File: config.mk
export PLATFORM = sky130hd
export DESIGN_NAME = utf8_stream_validator_flat
export DESIGN_NICKNAME = d
export VERILOG_FILES = /design/src/rtl/u8sv_pkg.sv /design/src/rtl/u8sv_if.sv /design/src/rtl/u8sv_step.sv /design/src/rtl/utf8_stream_validator.sv /design/src/flat_wrapper.sv
export SDC_FILE = /design/constraint.sdc
export NUM_CORES = 1
export LEC_CHECK = 0
export ABC_AREA = 0
export BUFFER_PORTS_ARGS = -buffer_cell sky130_fd_sc_hd__buf_2
export CORE_MARGIN = 2
export CORE_UTILIZATION = 50
export DETAILED_ROUTE_END_ITERATION = 12
export PLACE_DENSITY = 0.85
export SLEW_MARGIN = 10
export SYNTH_ARGS = -nofsm -noshare
export SYNTH_HDL_FRONTEND = slang
export SYNTH_SLANG_ARGS = --single-unit
File: constraint.sdc
create_clock -name clk -period 2.6 [get_ports clk]
set_input_delay 0.26 -clock clk [delete_from_list [all_inputs] [get_ports clk]]
set_output_delay 0.26 -clock clk [all_outputs]
set_load 0.005 [all_outputs]
File: src/rtl/u8sv_pkg.sv
// Shared types and constants of the UTF-8 stream validator.
`default_nettype none
package u8sv_pkg;

	// Error kinds reported with a verdict.
	localparam logic [2:0] ERR_NONE      = 3'd0;
	localparam logic [2:0] ERR_NUL       = 3'd1;
	localparam logic [2:0] ERR_BAD_LEAD  = 3'd2;
	localparam logic [2:0] ERR_FIRST_CONT = 3'd3;
	localparam logic [2:0] ERR_BAD_CONT  = 3'd4;
	localparam logic [2:0] ERR_TRUNCATED = 3'd5;
	localparam logic [2:0] ERR_EMPTY     = 3'd6;

	// Byte values that bound the lead and continuation ranges.
	localparam logic [7:0] CONT_LOW      = 8'h80;
	localparam logic [7:0] CONT_HIGH     = 8'hBF;
	localparam logic [7:0] LEAD2_MIN     = 8'hC2;
	localparam logic [7:0] LEAD3_OVERLONG = 8'hE0;
	localparam logic [7:0] LEAD3_SURR    = 8'hED;
	localparam logic [7:0] LEAD4_OVERLONG = 8'hF0;
	localparam logic [7:0] LEAD4_MAX     = 8'hF4;
	localparam logic [7:0] E0_CONT_LOW   = 8'hA0;
	localparam logic [7:0] ED_CONT_HIGH  = 8'h9F;
	localparam logic [7:0] F0_CONT_LOW   = 8'h90;
	localparam logic [7:0] F4_CONT_HIGH  = 8'h8F;

	// Per-string tracking state.
	typedef struct packed {
		logic [1:0] pend;
		logic       first;
		logic [7:0] lo;
		logic [7:0] hi;
		logic       err;
		logic [2:0] kind;
	} u8sv_state_t;

	localparam u8sv_state_t STATE_RESET = '{
		pend: 2'd0, first: 1'b0, lo: CONT_LOW, hi: CONT_HIGH,
		err: 1'b0, kind: ERR_NONE
	};

	// Outcome of one byte: whether it ends a string, and the verdict.
	typedef struct packed {
		logic       vld;
		logic       ok;
		logic [2:0] kind;
	} u8sv_result_t;

endpackage
`default_nettype wire

File: src/rtl/u8sv_if.sv
// Channel interfaces of the UTF-8 stream validator: bytes in, verdicts out, configuration.
`default_nettype none
interface u8sv_text_if;
	logic       valid;
	logic       ready;
	logic [7:0] text_byte;
	logic       last_byte;
	logic       empty_string;
	modport source (output valid, output text_byte, output last_byte, output empty_string,
		input ready);
	modport sink (input valid, input text_byte, input last_byte, input empty_string,
		output ready);
endinterface

interface u8sv_verdict_if;
	logic       valid;
	logic       ready;
	logic       string_valid;
	logic [2:0] error_kind;
	modport source (output valid, output string_valid, output error_kind, input ready);
	modport sink (input valid, input string_valid, input error_kind, output ready);
endinterface

interface u8sv_cfg_if;
	logic valid;
	logic ready;
	logic reject_empty;
	modport source (output valid, output reject_empty, input ready);
	modport sink (input valid, input reject_empty, output ready);
endinterface
`default_nettype wire

File: src/rtl/u8sv_step.sv
// Per-byte decision logic: next tracking state and verdict for one beat.
`default_nettype none
module u8sv_step (
	input  wire u8sv_pkg::u8sv_state_t  st,
	input  wire logic [7:0]             text_byte,
	input  wire logic                   last_byte,
	input  wire logic                   empty_string,
	input  wire logic                   reject_empty,
	output u8sv_pkg::u8sv_state_t       st_next,
	output u8sv_pkg::u8sv_result_t      res
);
	import u8sv_pkg::*;

	u8sv_state_t tb;
	logic [7:0]  c;

	assign c = text_byte;

	// Effect of the byte itself on the tracking state.
	always_comb begin
		tb = st;
		if (!st.err) begin
			if (st.pend != 2'd0) begin
				if (st.first) begin
					if (c < st.lo || c > st.hi) begin
						tb.err  = 1'b1;
						tb.kind = ERR_FIRST_CONT;
					end else begin
						tb.first = 1'b0;
						tb.pend  = st.pend - 2'd1;
					end
				end else if (c[7:6] != 2'b10) begin
					tb.err  = 1'b1;
					tb.kind = ERR_BAD_CONT;
				end else begin
					tb.pend = st.pend - 2'd1;
				end
			end else if (c == 8'h00) begin
				tb.err  = 1'b1;
				tb.kind = ERR_NUL;
			end else if (c[7]) begin
				tb.lo    = CONT_LOW;
				tb.hi    = CONT_HIGH;
				tb.first = 1'b1;
				if (c inside {[LEAD2_MIN:8'hDF]}) begin
					tb.pend = 2'd1;
				end else if (c inside {[LEAD3_OVERLONG:8'hEF]}) begin
					tb.pend = 2'd2;
					if (c == LEAD3_OVERLONG) tb.lo = E0_CONT_LOW;
					if (c == LEAD3_SURR) tb.hi = ED_CONT_HIGH;
				end else if (c inside {[LEAD4_OVERLONG:LEAD4_MAX]}) begin
					tb.pend = 2'd3;
					if (c == LEAD4_OVERLONG) tb.lo = F0_CONT_LOW;
					if (c == LEAD4_MAX) tb.hi = F4_CONT_HIGH;
				end else begin
					tb.first = st.first;
					tb.err   = 1'b1;
					tb.kind  = ERR_BAD_LEAD;
				end
			end
		end
	end

	// End of string: empty marker, or the last byte with truncation check.
	always_comb begin
		st_next  = tb;
		res.vld  = 1'b0;
		res.ok   = 1'b0;
		res.kind = ERR_NONE;
		if (empty_string) begin
			st_next  = STATE_RESET;
			res.vld  = 1'b1;
			res.ok   = !reject_empty;
			res.kind = reject_empty ? ERR_EMPTY : ERR_NONE;
		end else if (last_byte) begin
			st_next = STATE_RESET;
			res.vld = 1'b1;
			if (tb.err) begin
				res.kind = tb.kind;
			end else if (tb.pend != 2'd0) begin
				res.kind = ERR_TRUNCATED;
			end else begin
				res.ok = 1'b1;
			end
		end
	end

endmodule
`default_nettype wire

File: src/rtl/utf8_stream_validator.sv
// Top level of the UTF-8 stream validator: input register, byte decision, verdict register.
// Usage:
// The text channel carries one string byte per beat, with last_byte set on the final
// byte, or a single beat with empty_string set for a string that has no bytes.
// The verdict channel returns one beat per string: string_valid, and error_kind naming
// the first error found (NUL, bad lead, first continuation out of range, bad
// continuation, truncated sequence, or empty string). Beats that do not end a string
// produce nothing on the verdict channel.
// The cfg channel writes reject_empty, which is always ready; write it only while no
// string is in flight. Reset sets reject_empty to 1.
// Timing: each byte is registered on acceptance, decided in the following cycle by the
// per-byte logic, and a string-ending byte then loads the verdict register, which drives
// the verdict channel. One byte is taken every cycle while no string-ending byte is
// stalled in the input register.
// Stalls: when the verdict register is full and the receiver holds ready low, bytes
// that end no string keep flowing; only a string-ending byte waits in the input
// register, and text.ready drops until the verdict is taken.
// Reset (arst_n low) empties both registers, clears the per-string state and drops all
// partial strings.
`default_nettype none
module utf8_stream_validator (
	input  wire logic  clk,
	input  wire logic  arst_n,
	u8sv_text_if.sink      text,
	u8sv_verdict_if.source verdict,
	u8sv_cfg_if.sink       cfg
);
	import u8sv_pkg::*;

	logic         reject_empty_q;
	logic         vld_s1;
	logic [7:0]   text_byte_s1;
	logic         last_byte_s1;
	logic         empty_string_s1;
	u8sv_state_t  st_q;
	u8sv_state_t  st_next;
	u8sv_result_t res;
	logic         out_vld_q;
	logic         out_ok_q;
	logic [2:0]   out_kind_q;
	logic         adv_s1;

	// The configuration register takes every write at once.
	assign cfg.ready = 1'b1;

	always_ff @(posedge clk or negedge arst_n) begin
		if (!arst_n) begin
			reject_empty_q <= 1'b1;
		end else if (cfg.valid) begin
			reject_empty_q <= cfg.reject_empty;
		end
	end

	// The byte in stage one may move on unless it ends a string and the verdict
	// register still holds a beat the receiver has not taken.
	assign adv_s1     = vld_s1 && (!res.vld || !out_vld_q || verdict.ready);
	assign text.ready = !vld_s1 || adv_s1;

	always_ff @(posedge clk or negedge arst_n) begin
		if (!arst_n) begin
			vld_s1 <= 1'b0;
		end else if (text.ready) begin
			vld_s1 <= text.valid;
		end
	end

	always_ff @(posedge clk) begin
		if (text.ready && text.valid) begin
			text_byte_s1    <= text.text_byte;
			last_byte_s1    <= text.last_byte;
			empty_string_s1 <= text.empty_string;
		end
	end

	u8sv_step u_step (
		.st           (st_q),
		.text_byte    (text_byte_s1),
		.last_byte    (last_byte_s1),
		.empty_string (empty_string_s1),
		.reject_empty (reject_empty_q),
		.st_next      (st_next),
		.res          (res)
	);

	// The per-string state moves only when the byte in stage one is consumed.
	always_ff @(posedge clk or negedge arst_n) begin
		if (!arst_n) begin
			st_q <= STATE_RESET;
		end else if (adv_s1) begin
			st_q <= st_next;
		end
	end

	// Verdict register: loaded by a string-ending byte, emptied when taken.
	always_ff @(posedge clk or negedge arst_n) begin
		if (!arst_n) begin
			out_vld_q <= 1'b0;
		end else if (adv_s1 && res.vld) begin
			out_vld_q <= 1'b1;
		end else if (verdict.ready) begin
			out_vld_q <= 1'b0;
		end
	end

	always_ff @(posedge clk) begin
		if (adv_s1 && res.vld) begin
			out_ok_q   <= res.ok;
			out_kind_q <= res.kind;
		end
	end

	assign verdict.valid        = out_vld_q;
	assign verdict.string_valid = out_ok_q;
	assign verdict.error_kind   = out_kind_q;

	// A clear error flag always goes with no recorded kind, and a set one with a kind.
	a_err_kind: assert property (@(posedge clk) disable iff (!arst_n)
		(st_q.err == (st_q.kind != ERR_NONE)))
		else $error("error flag and recorded kind disagree");

	// The first-continuation flag is only meaningful while continuations are owed.
	a_first_pend: assert property (@(posedge clk) disable iff (!arst_n)
		st_q.first |-> (st_q.pend != 2'd0))
		else $error("first continuation flagged with nothing owed");

	// A valid verdict never carries an error kind.
	a_ok_kind: assert property (@(posedge clk) disable iff (!arst_n)
		(out_vld_q && out_ok_q) |-> (out_kind_q == ERR_NONE))
		else $error("valid verdict with an error kind");

	// A byte held in stage one keeps its contents until it moves on.
	a_s1_hold: assert property (@(posedge clk) disable iff (!arst_n)
		(vld_s1 && !adv_s1) |=> (vld_s1 && $stable(text_byte_s1)
			&& $stable(last_byte_s1) && $stable(empty_string_s1)))
		else $error("stalled stage-one byte changed");

	// A verdict register that is full and not taken is not overwritten.
	a_out_hold: assert property (@(posedge clk) disable iff (!arst_n)
		(out_vld_q && !verdict.ready) |=> (out_vld_q && $stable(out_ok_q)
			&& $stable(out_kind_q)))
		else $error("pending verdict overwritten");

endmodule
`default_nettype wire
File: src/flat_wrapper.sv
// flat-port wrapper written by rule: the top's interface ports become plain ports
module utf8_stream_validator_flat import u8sv_pkg::*;
  (clk, arst_n, text_valid, text_text_byte, text_last_byte, text_empty_string, text_ready, verdict_valid, verdict_string_valid, verdict_error_kind, verdict_ready, cfg_valid, cfg_reject_empty, cfg_ready);
  u8sv_text_if text_i ();
  u8sv_verdict_if verdict_i ();
  u8sv_cfg_if cfg_i ();
  input  wire logic clk;
  input  wire logic arst_n;
  input wire logic [$bits(text_i.valid)-1:0] text_valid;
  input wire logic [$bits(text_i.text_byte)-1:0] text_text_byte;
  input wire logic [$bits(text_i.last_byte)-1:0] text_last_byte;
  input wire logic [$bits(text_i.empty_string)-1:0] text_empty_string;
  output wire logic [$bits(text_i.ready)-1:0] text_ready;
  output wire logic [$bits(verdict_i.valid)-1:0] verdict_valid;
  output wire logic [$bits(verdict_i.string_valid)-1:0] verdict_string_valid;
  output wire logic [$bits(verdict_i.error_kind)-1:0] verdict_error_kind;
  input wire logic [$bits(verdict_i.ready)-1:0] verdict_ready;
  input wire logic [$bits(cfg_i.valid)-1:0] cfg_valid;
  input wire logic [$bits(cfg_i.reject_empty)-1:0] cfg_reject_empty;
  output wire logic [$bits(cfg_i.ready)-1:0] cfg_ready;
  assign text_i.valid = text_valid;
  assign text_i.text_byte = text_text_byte;
  assign text_i.last_byte = text_last_byte;
  assign text_i.empty_string = text_empty_string;
  assign text_ready = text_i.ready;
  assign verdict_valid = verdict_i.valid;
  assign verdict_string_valid = verdict_i.string_valid;
  assign verdict_error_kind = verdict_i.error_kind;
  assign verdict_i.ready = verdict_ready;
  assign cfg_i.valid = cfg_valid;
  assign cfg_i.reject_empty = cfg_reject_empty;
  assign cfg_ready = cfg_i.ready;
  utf8_stream_validator u_core (.clk(clk), .arst_n(arst_n), .text(text_i), .verdict(verdict_i), .cfg(cfg_i));
endmodule
# Yosys cells after proc, flatten, opt, wreduce, memory -nomap -nowiden
# Index checks and enable logic that the tools add are counted.
# totals
output_inout_bits,7
reg_bits,40
# op_classes
add_sub_neg,1
magnitude_cmp,8
n_eq_ne,9
n_reduce_logical,23
mux,39
# op_table
operator,n
23-bit two-way mux,4
16-bit two-way mux,3
8-bit equality test (second input constant),4
4-bit two-way mux,7
8-bit >= comparator (second input constant),3
8-bit less-or-equal comparator (second input constant),3
21-bit two-way mux,1
19-bit two-way mux,1
6-bit two-way mux,3
3-bit two-way mux,5
5-bit two-way mux,3
2-bit two-way mux,5
5-bit AND reduction,2
3-bit by 1-bit inequality test with 1-bit output (second input constant),3
8-bit greater-than comparator,1
8-bit logical NOT,1
8-bit less-than comparator,1
1-bit two-way mux,7
1-bit logical AND,6
2-bit nonzero test,3
6-bit nonzero test,1
1-bit logical NOT,4
1-bit logical OR,4
4-bit by 2-bit inequality test with 1-bit output (second input constant),1
4 further kinds,4

# Longest topological paths before layout
# depth
ltp_word,20
depth_mapped,9
mapped_depth_nobuf,9

# Modules after synthesis
# A second synthesis with hierarchy kept.
# hier_totals
cells_unflattened,332
hier_area_um2,3106.7
# by_module_without_submodules
mod,area_each_um2,cells_per_inst,n_inst,seq_area_each_um2
utf8_stream_validator,1966.9,160,1,1082.3
u8sv_step,1139.8,172,1,0.0

# Least setup slack after synthesis
# OpenSTA, ideal clock, no wires.
# synth_timing
path_kind,reg-to-reg
start,register u_core.st_q[9] (netlist bit)
end,"register u_core.out_kind_q[2], in the netlist u_core.verdict.error_kind[2], data pin"
stages_incl_launch_ff,10
setup_ns,0.257
t_required_ns,2.343
slack_ns,-0.108
arrival_ns,2.451
path_buffers,0
path_cell_list,dfstp_2 > inv_1 > ha_1 > a211o_1 > o22ai_2 > a21oi_2 > or4b_4 > a31oi_4 > nand4b_2 > a32o_1
# synth_rtl
item,line,text
start: declaration,utf8_stream_validator.sv:35,u8sv_state_t st_q;
start signal: assignment,utf8_stream_validator.sv:90,st_q <= st_next;
end signal: assignment,utf8_stream_validator.sv:108,out_kind_q <= res.kind;
end: declaration,utf8_stream_validator.sv:40,logic [2:0] out_kind_q;

==> flow_metrics.tcl <==
set metrics [dict create \
    rows 21 \
    relSlewSlack_pct 56.2 \
    coreArea_sq_um 3340 \
    yosys_warnings 0 \
    synth-seq-area-share_pct 46.2 \
    antenna_found_initial 0 \
    cts_tree "yes" \
    grt_pass1_vias 1528 \
    p_per_area_nw_per_um2 567 \
    clockBufferDepth 2 \
    ant_nets 0 \
    worst_pin_slew_ns 0.655 \
    fp.dieW_um 62.9 \
    crit_type "flop to flop" \
    worst_slack_ns -0.146 \
    cp-endpoint "u_core.verdict.error_kind[2]" \
    initial_utilization_pct 51.9 \
    syn_nets 203 \
    vias 1650 \
    htreeDepth 2 \
    final_net_count 244 \
    fin_crit_sh_pct 106 \
    gp_congestion 0.958 \
    fill_cells 236 \
    viasPerCell 6.23 \
    p_leak_nw 0.902 \
    firstDrtPassIters 6 \
    first_iter_violations 111 \
    drv_slew 0 \
    synthArstFlopShare_pct 51.7 \
    place_area_sq_um 2010 \
    synth_cells 177 \
    grt_setup_unrepaired "yes" \
    largest_register_ffs 12 \
    dr_wl_met3_um 340 \
    slowest_stage "or4b_4" \
    ys_ff_latch 29 \
    root_buffer "clkbuf_4" \
    hold_viol_final 0 \
    regArea_sq_um 801 \
    post_drt_wl_per_cell_um 16.7 \
    top_layer "met4" \
    ys.flop_type "edfxtp_1" \
    worst_setup_path_start_kind "flop" \
    peakVddDrop_v 0.000383 \
    grt_max_degree 16 \
    setup_violations 3 \
    fin_cells 265 \
    multi_input_area_sq_um 967 \
    worstSkewPairLatency_ns 0.33 \
    max_freq_mhz 364 \
    io_buffers 21 \
    pin_count 23 \
    cts_sinks 29 \
    syn2layout_area_growth_pct 27.1 \
    violations "setup timing" \
    status "finished, violations left" \
    r2r_setup_slack_ns -0.15 \
    path_cells "inv_1 > ha_2 > a211o_1 > o22ai_2 > a21oi_2 > or4b_4 > a31oi_4 > nand4b_4 > a32o_1" \
    fp.dieH_um 62.9 \
    crit_buf_inv 1 \
    cp.depth 9 \
    design_area_sq_um 2200 \
    dieArea_sq_um 3950 \
    r2r-end "u_core.verdict.error_kind[2]" \
    wirelength_um 4430 \
    rr_startpoint "u_core.st_q[8]" \
    crit_required_ns 2.69 \
    critPathMaxFanout 4 \
    critPathCaptureType "flop" \
    holdCritPathClass "primary input to flop" \
    hpwlAfterDp_um 3080 \
    drive_gt1_share_pct 34.2 \
    grt_overflow_total 0 \
    rr_worst_depth 9 \
    skew_ns 0.00990 \
    wl_met2_um 2160 \
    syn_area_per_cell_sq_um 9.78 \
    dp_cells 254 \
    drv_cap 0 \
    grt_util_all_layers_pct 22.1 \
    critical_path.startpoint "u_core.st_q[8]" \
    crit_family "compound AO/OA/AOI/OAI gates" \
    clk_pin_slew_ns 0.09 \
    drc 0 \
    cpPeakStageDelay_ns 0.56 \
    period_minus_slack_ns 2.75 \
    drt-met1-wl_um 1790 \
    crit_arrival_ns 2.84 \
    n_antenna_cell 0 \
    grt_pass1_wl_um 6850 \
    synth_edf_count 14 \
    netlist_area_sq_um 1730 \
    regMostFlops "u_core.st_q" \
    synth.distinct_cells 47 \
    cts_buffers 5 \
]
## Yosys cell counts, types with 3 or more instances
master / instances / area, sq um
a21oi_1: 11 / 55.1
clkbuf_1: 3 / 11.3
a31oi_1: 3 / 18.8
edfxtp_1: 14 / 420
o211ai_1: 3 / 22.5
dfrtp_1: 11 / 275
inv_1: 14 / 52.6
o21ai_0: 12 / 60.1
nand3_1: 4 / 20.0
o21ai_1: 4 / 20.0
o41ai_1: 3 / 26.3
dfstp_2: 4 / 105
nand2_1: 11 / 41.3
a32o_1: 4 / 40.0
ha_1: 10 / 125
nor3_1: 7 / 35.0
o22ai_1: 6 / 37.5
nor2_1: 17 / 63.8
## kinds of logic (layout without fill, tap and decap cells)
family                   after synthesis  in the layout  synth area share [%]
flip-flops                            29             29                  46.2
AO/OA/AOI/OAI                         58             58                  23.1
adder cells (fa/ha/maj)               10             10                  7.23
buffers and inverters                 20             62                  4.99
multiplexers                           1              1                 0.650
other                                  1              1                 0.217
AND/OR/NAND/NOR                       58             58                  17.6
## timing repair
action / 4_1_cts / 5_1_grt
hold buffers: 1 / 0
endpoints found under the setup margin: 3 / 6
hold endpoints to repair: 11 / 0
pin swaps: 0 / 8
gates resized for setup: 2 / 14
setup buffers: 0 / 2
## worst reg2reg max path: cells and delay by family, from the launching register on
kind	cells	cell delay [ns]
buffers and inverters	1	0.05
adders and majority gates	1	0.18
DFF	1	0.53
and+or+nand+nor	2	0.70
AOI/OAI and AO/OA	5	1.06
## layout by cell type, fill, tap and decap left out, types with 3 or more instances in the layout
master	count
o211ai_1	3
dfstp_2	4
clkbuf_4	5
a31oi_1	3
dfrtp_1	11
o21ai_0	11
a21oi_1	9
nor2_1	17
buf_2	21
nand2_1	11
buf_4	16
nand3_1	4
inv_1	12
ha_4	5
o22ai_1	5
o21ai_1	5
ha_1	4
a32o_1	4
edfxtp_1	14
nor3_1	6
## where the power goes
part	total, W	switching (W)	internal [W]	leakage [nW]
combinational	0.000366	0.000201	0.000165	0.535
sequential	0.000572	0.0000355	0.000536	0.326
clock	0.000310	0.000154	0.000156	0.0413
total	0.00125	0.000390	0.000858	0.902
## worst min path at each step
stage	startpoint	end	slack, ns	depth (start not counted)
floorplan	arst_n	u_core.st_q[0]	-0.04	0
global placement	arst_n	u_core.st_q[16]	0.19	1
detailed placement	arst_n	u_core.st_q[16]	0.19	1
CTS	text_text_byte[6]	u_core.text_byte_s1[6]	0.10	1
global route	text_text_byte[6]	u_core.text_byte_s1[6]	0.1	1
finish	text_text_byte[5]	u_core.text_byte_s1[5]	0.1	1
## area by class of cell
| type | count | area share, % |
|---|---|---|
| multi-input cells | 128 | 43.9 |
| clock buffers | 7 | 2.96 |
| flip-flops and latches | 29 | 36.4 |
| repair buffers | 39 | 11.2 |
| clock inverters | 1 | 0.227 |
| well taps | 46 | 2.62 |
| inverters | 15 | 2.67 |
## per-layer routing
layer  track usage, %  up-vias
met5                0        -
met3             3.24       26
met2             36.2       98
met4             10.0        0
met1             29.0      778
li1                 -      748
## through the flow
stage | TNS, ns | hold WS [ns] | total power, W | setup WS [ns] | util, %
finish | -0.310 | 0.0993 | 0.00125 | -0.146 | 66.0
global route | -0.602 | 0.0988 | 0.00131 | -0.217 | 66.0
CTS | -0.0977 | 0.100 | 0.00120 | -0.0977 | 62.7
detailed placement | -0.210 | 0.194 | 0.000888 | -0.110 | 60.1
global placement | -0.117 | 0.193 | 0.000879 | -0.0949 | 60.1
floorplan | -0.0161 | -0.0356 | 0.000787 | -0.0161 | -
Note: power is estimated with default switching activity, not from simulation.
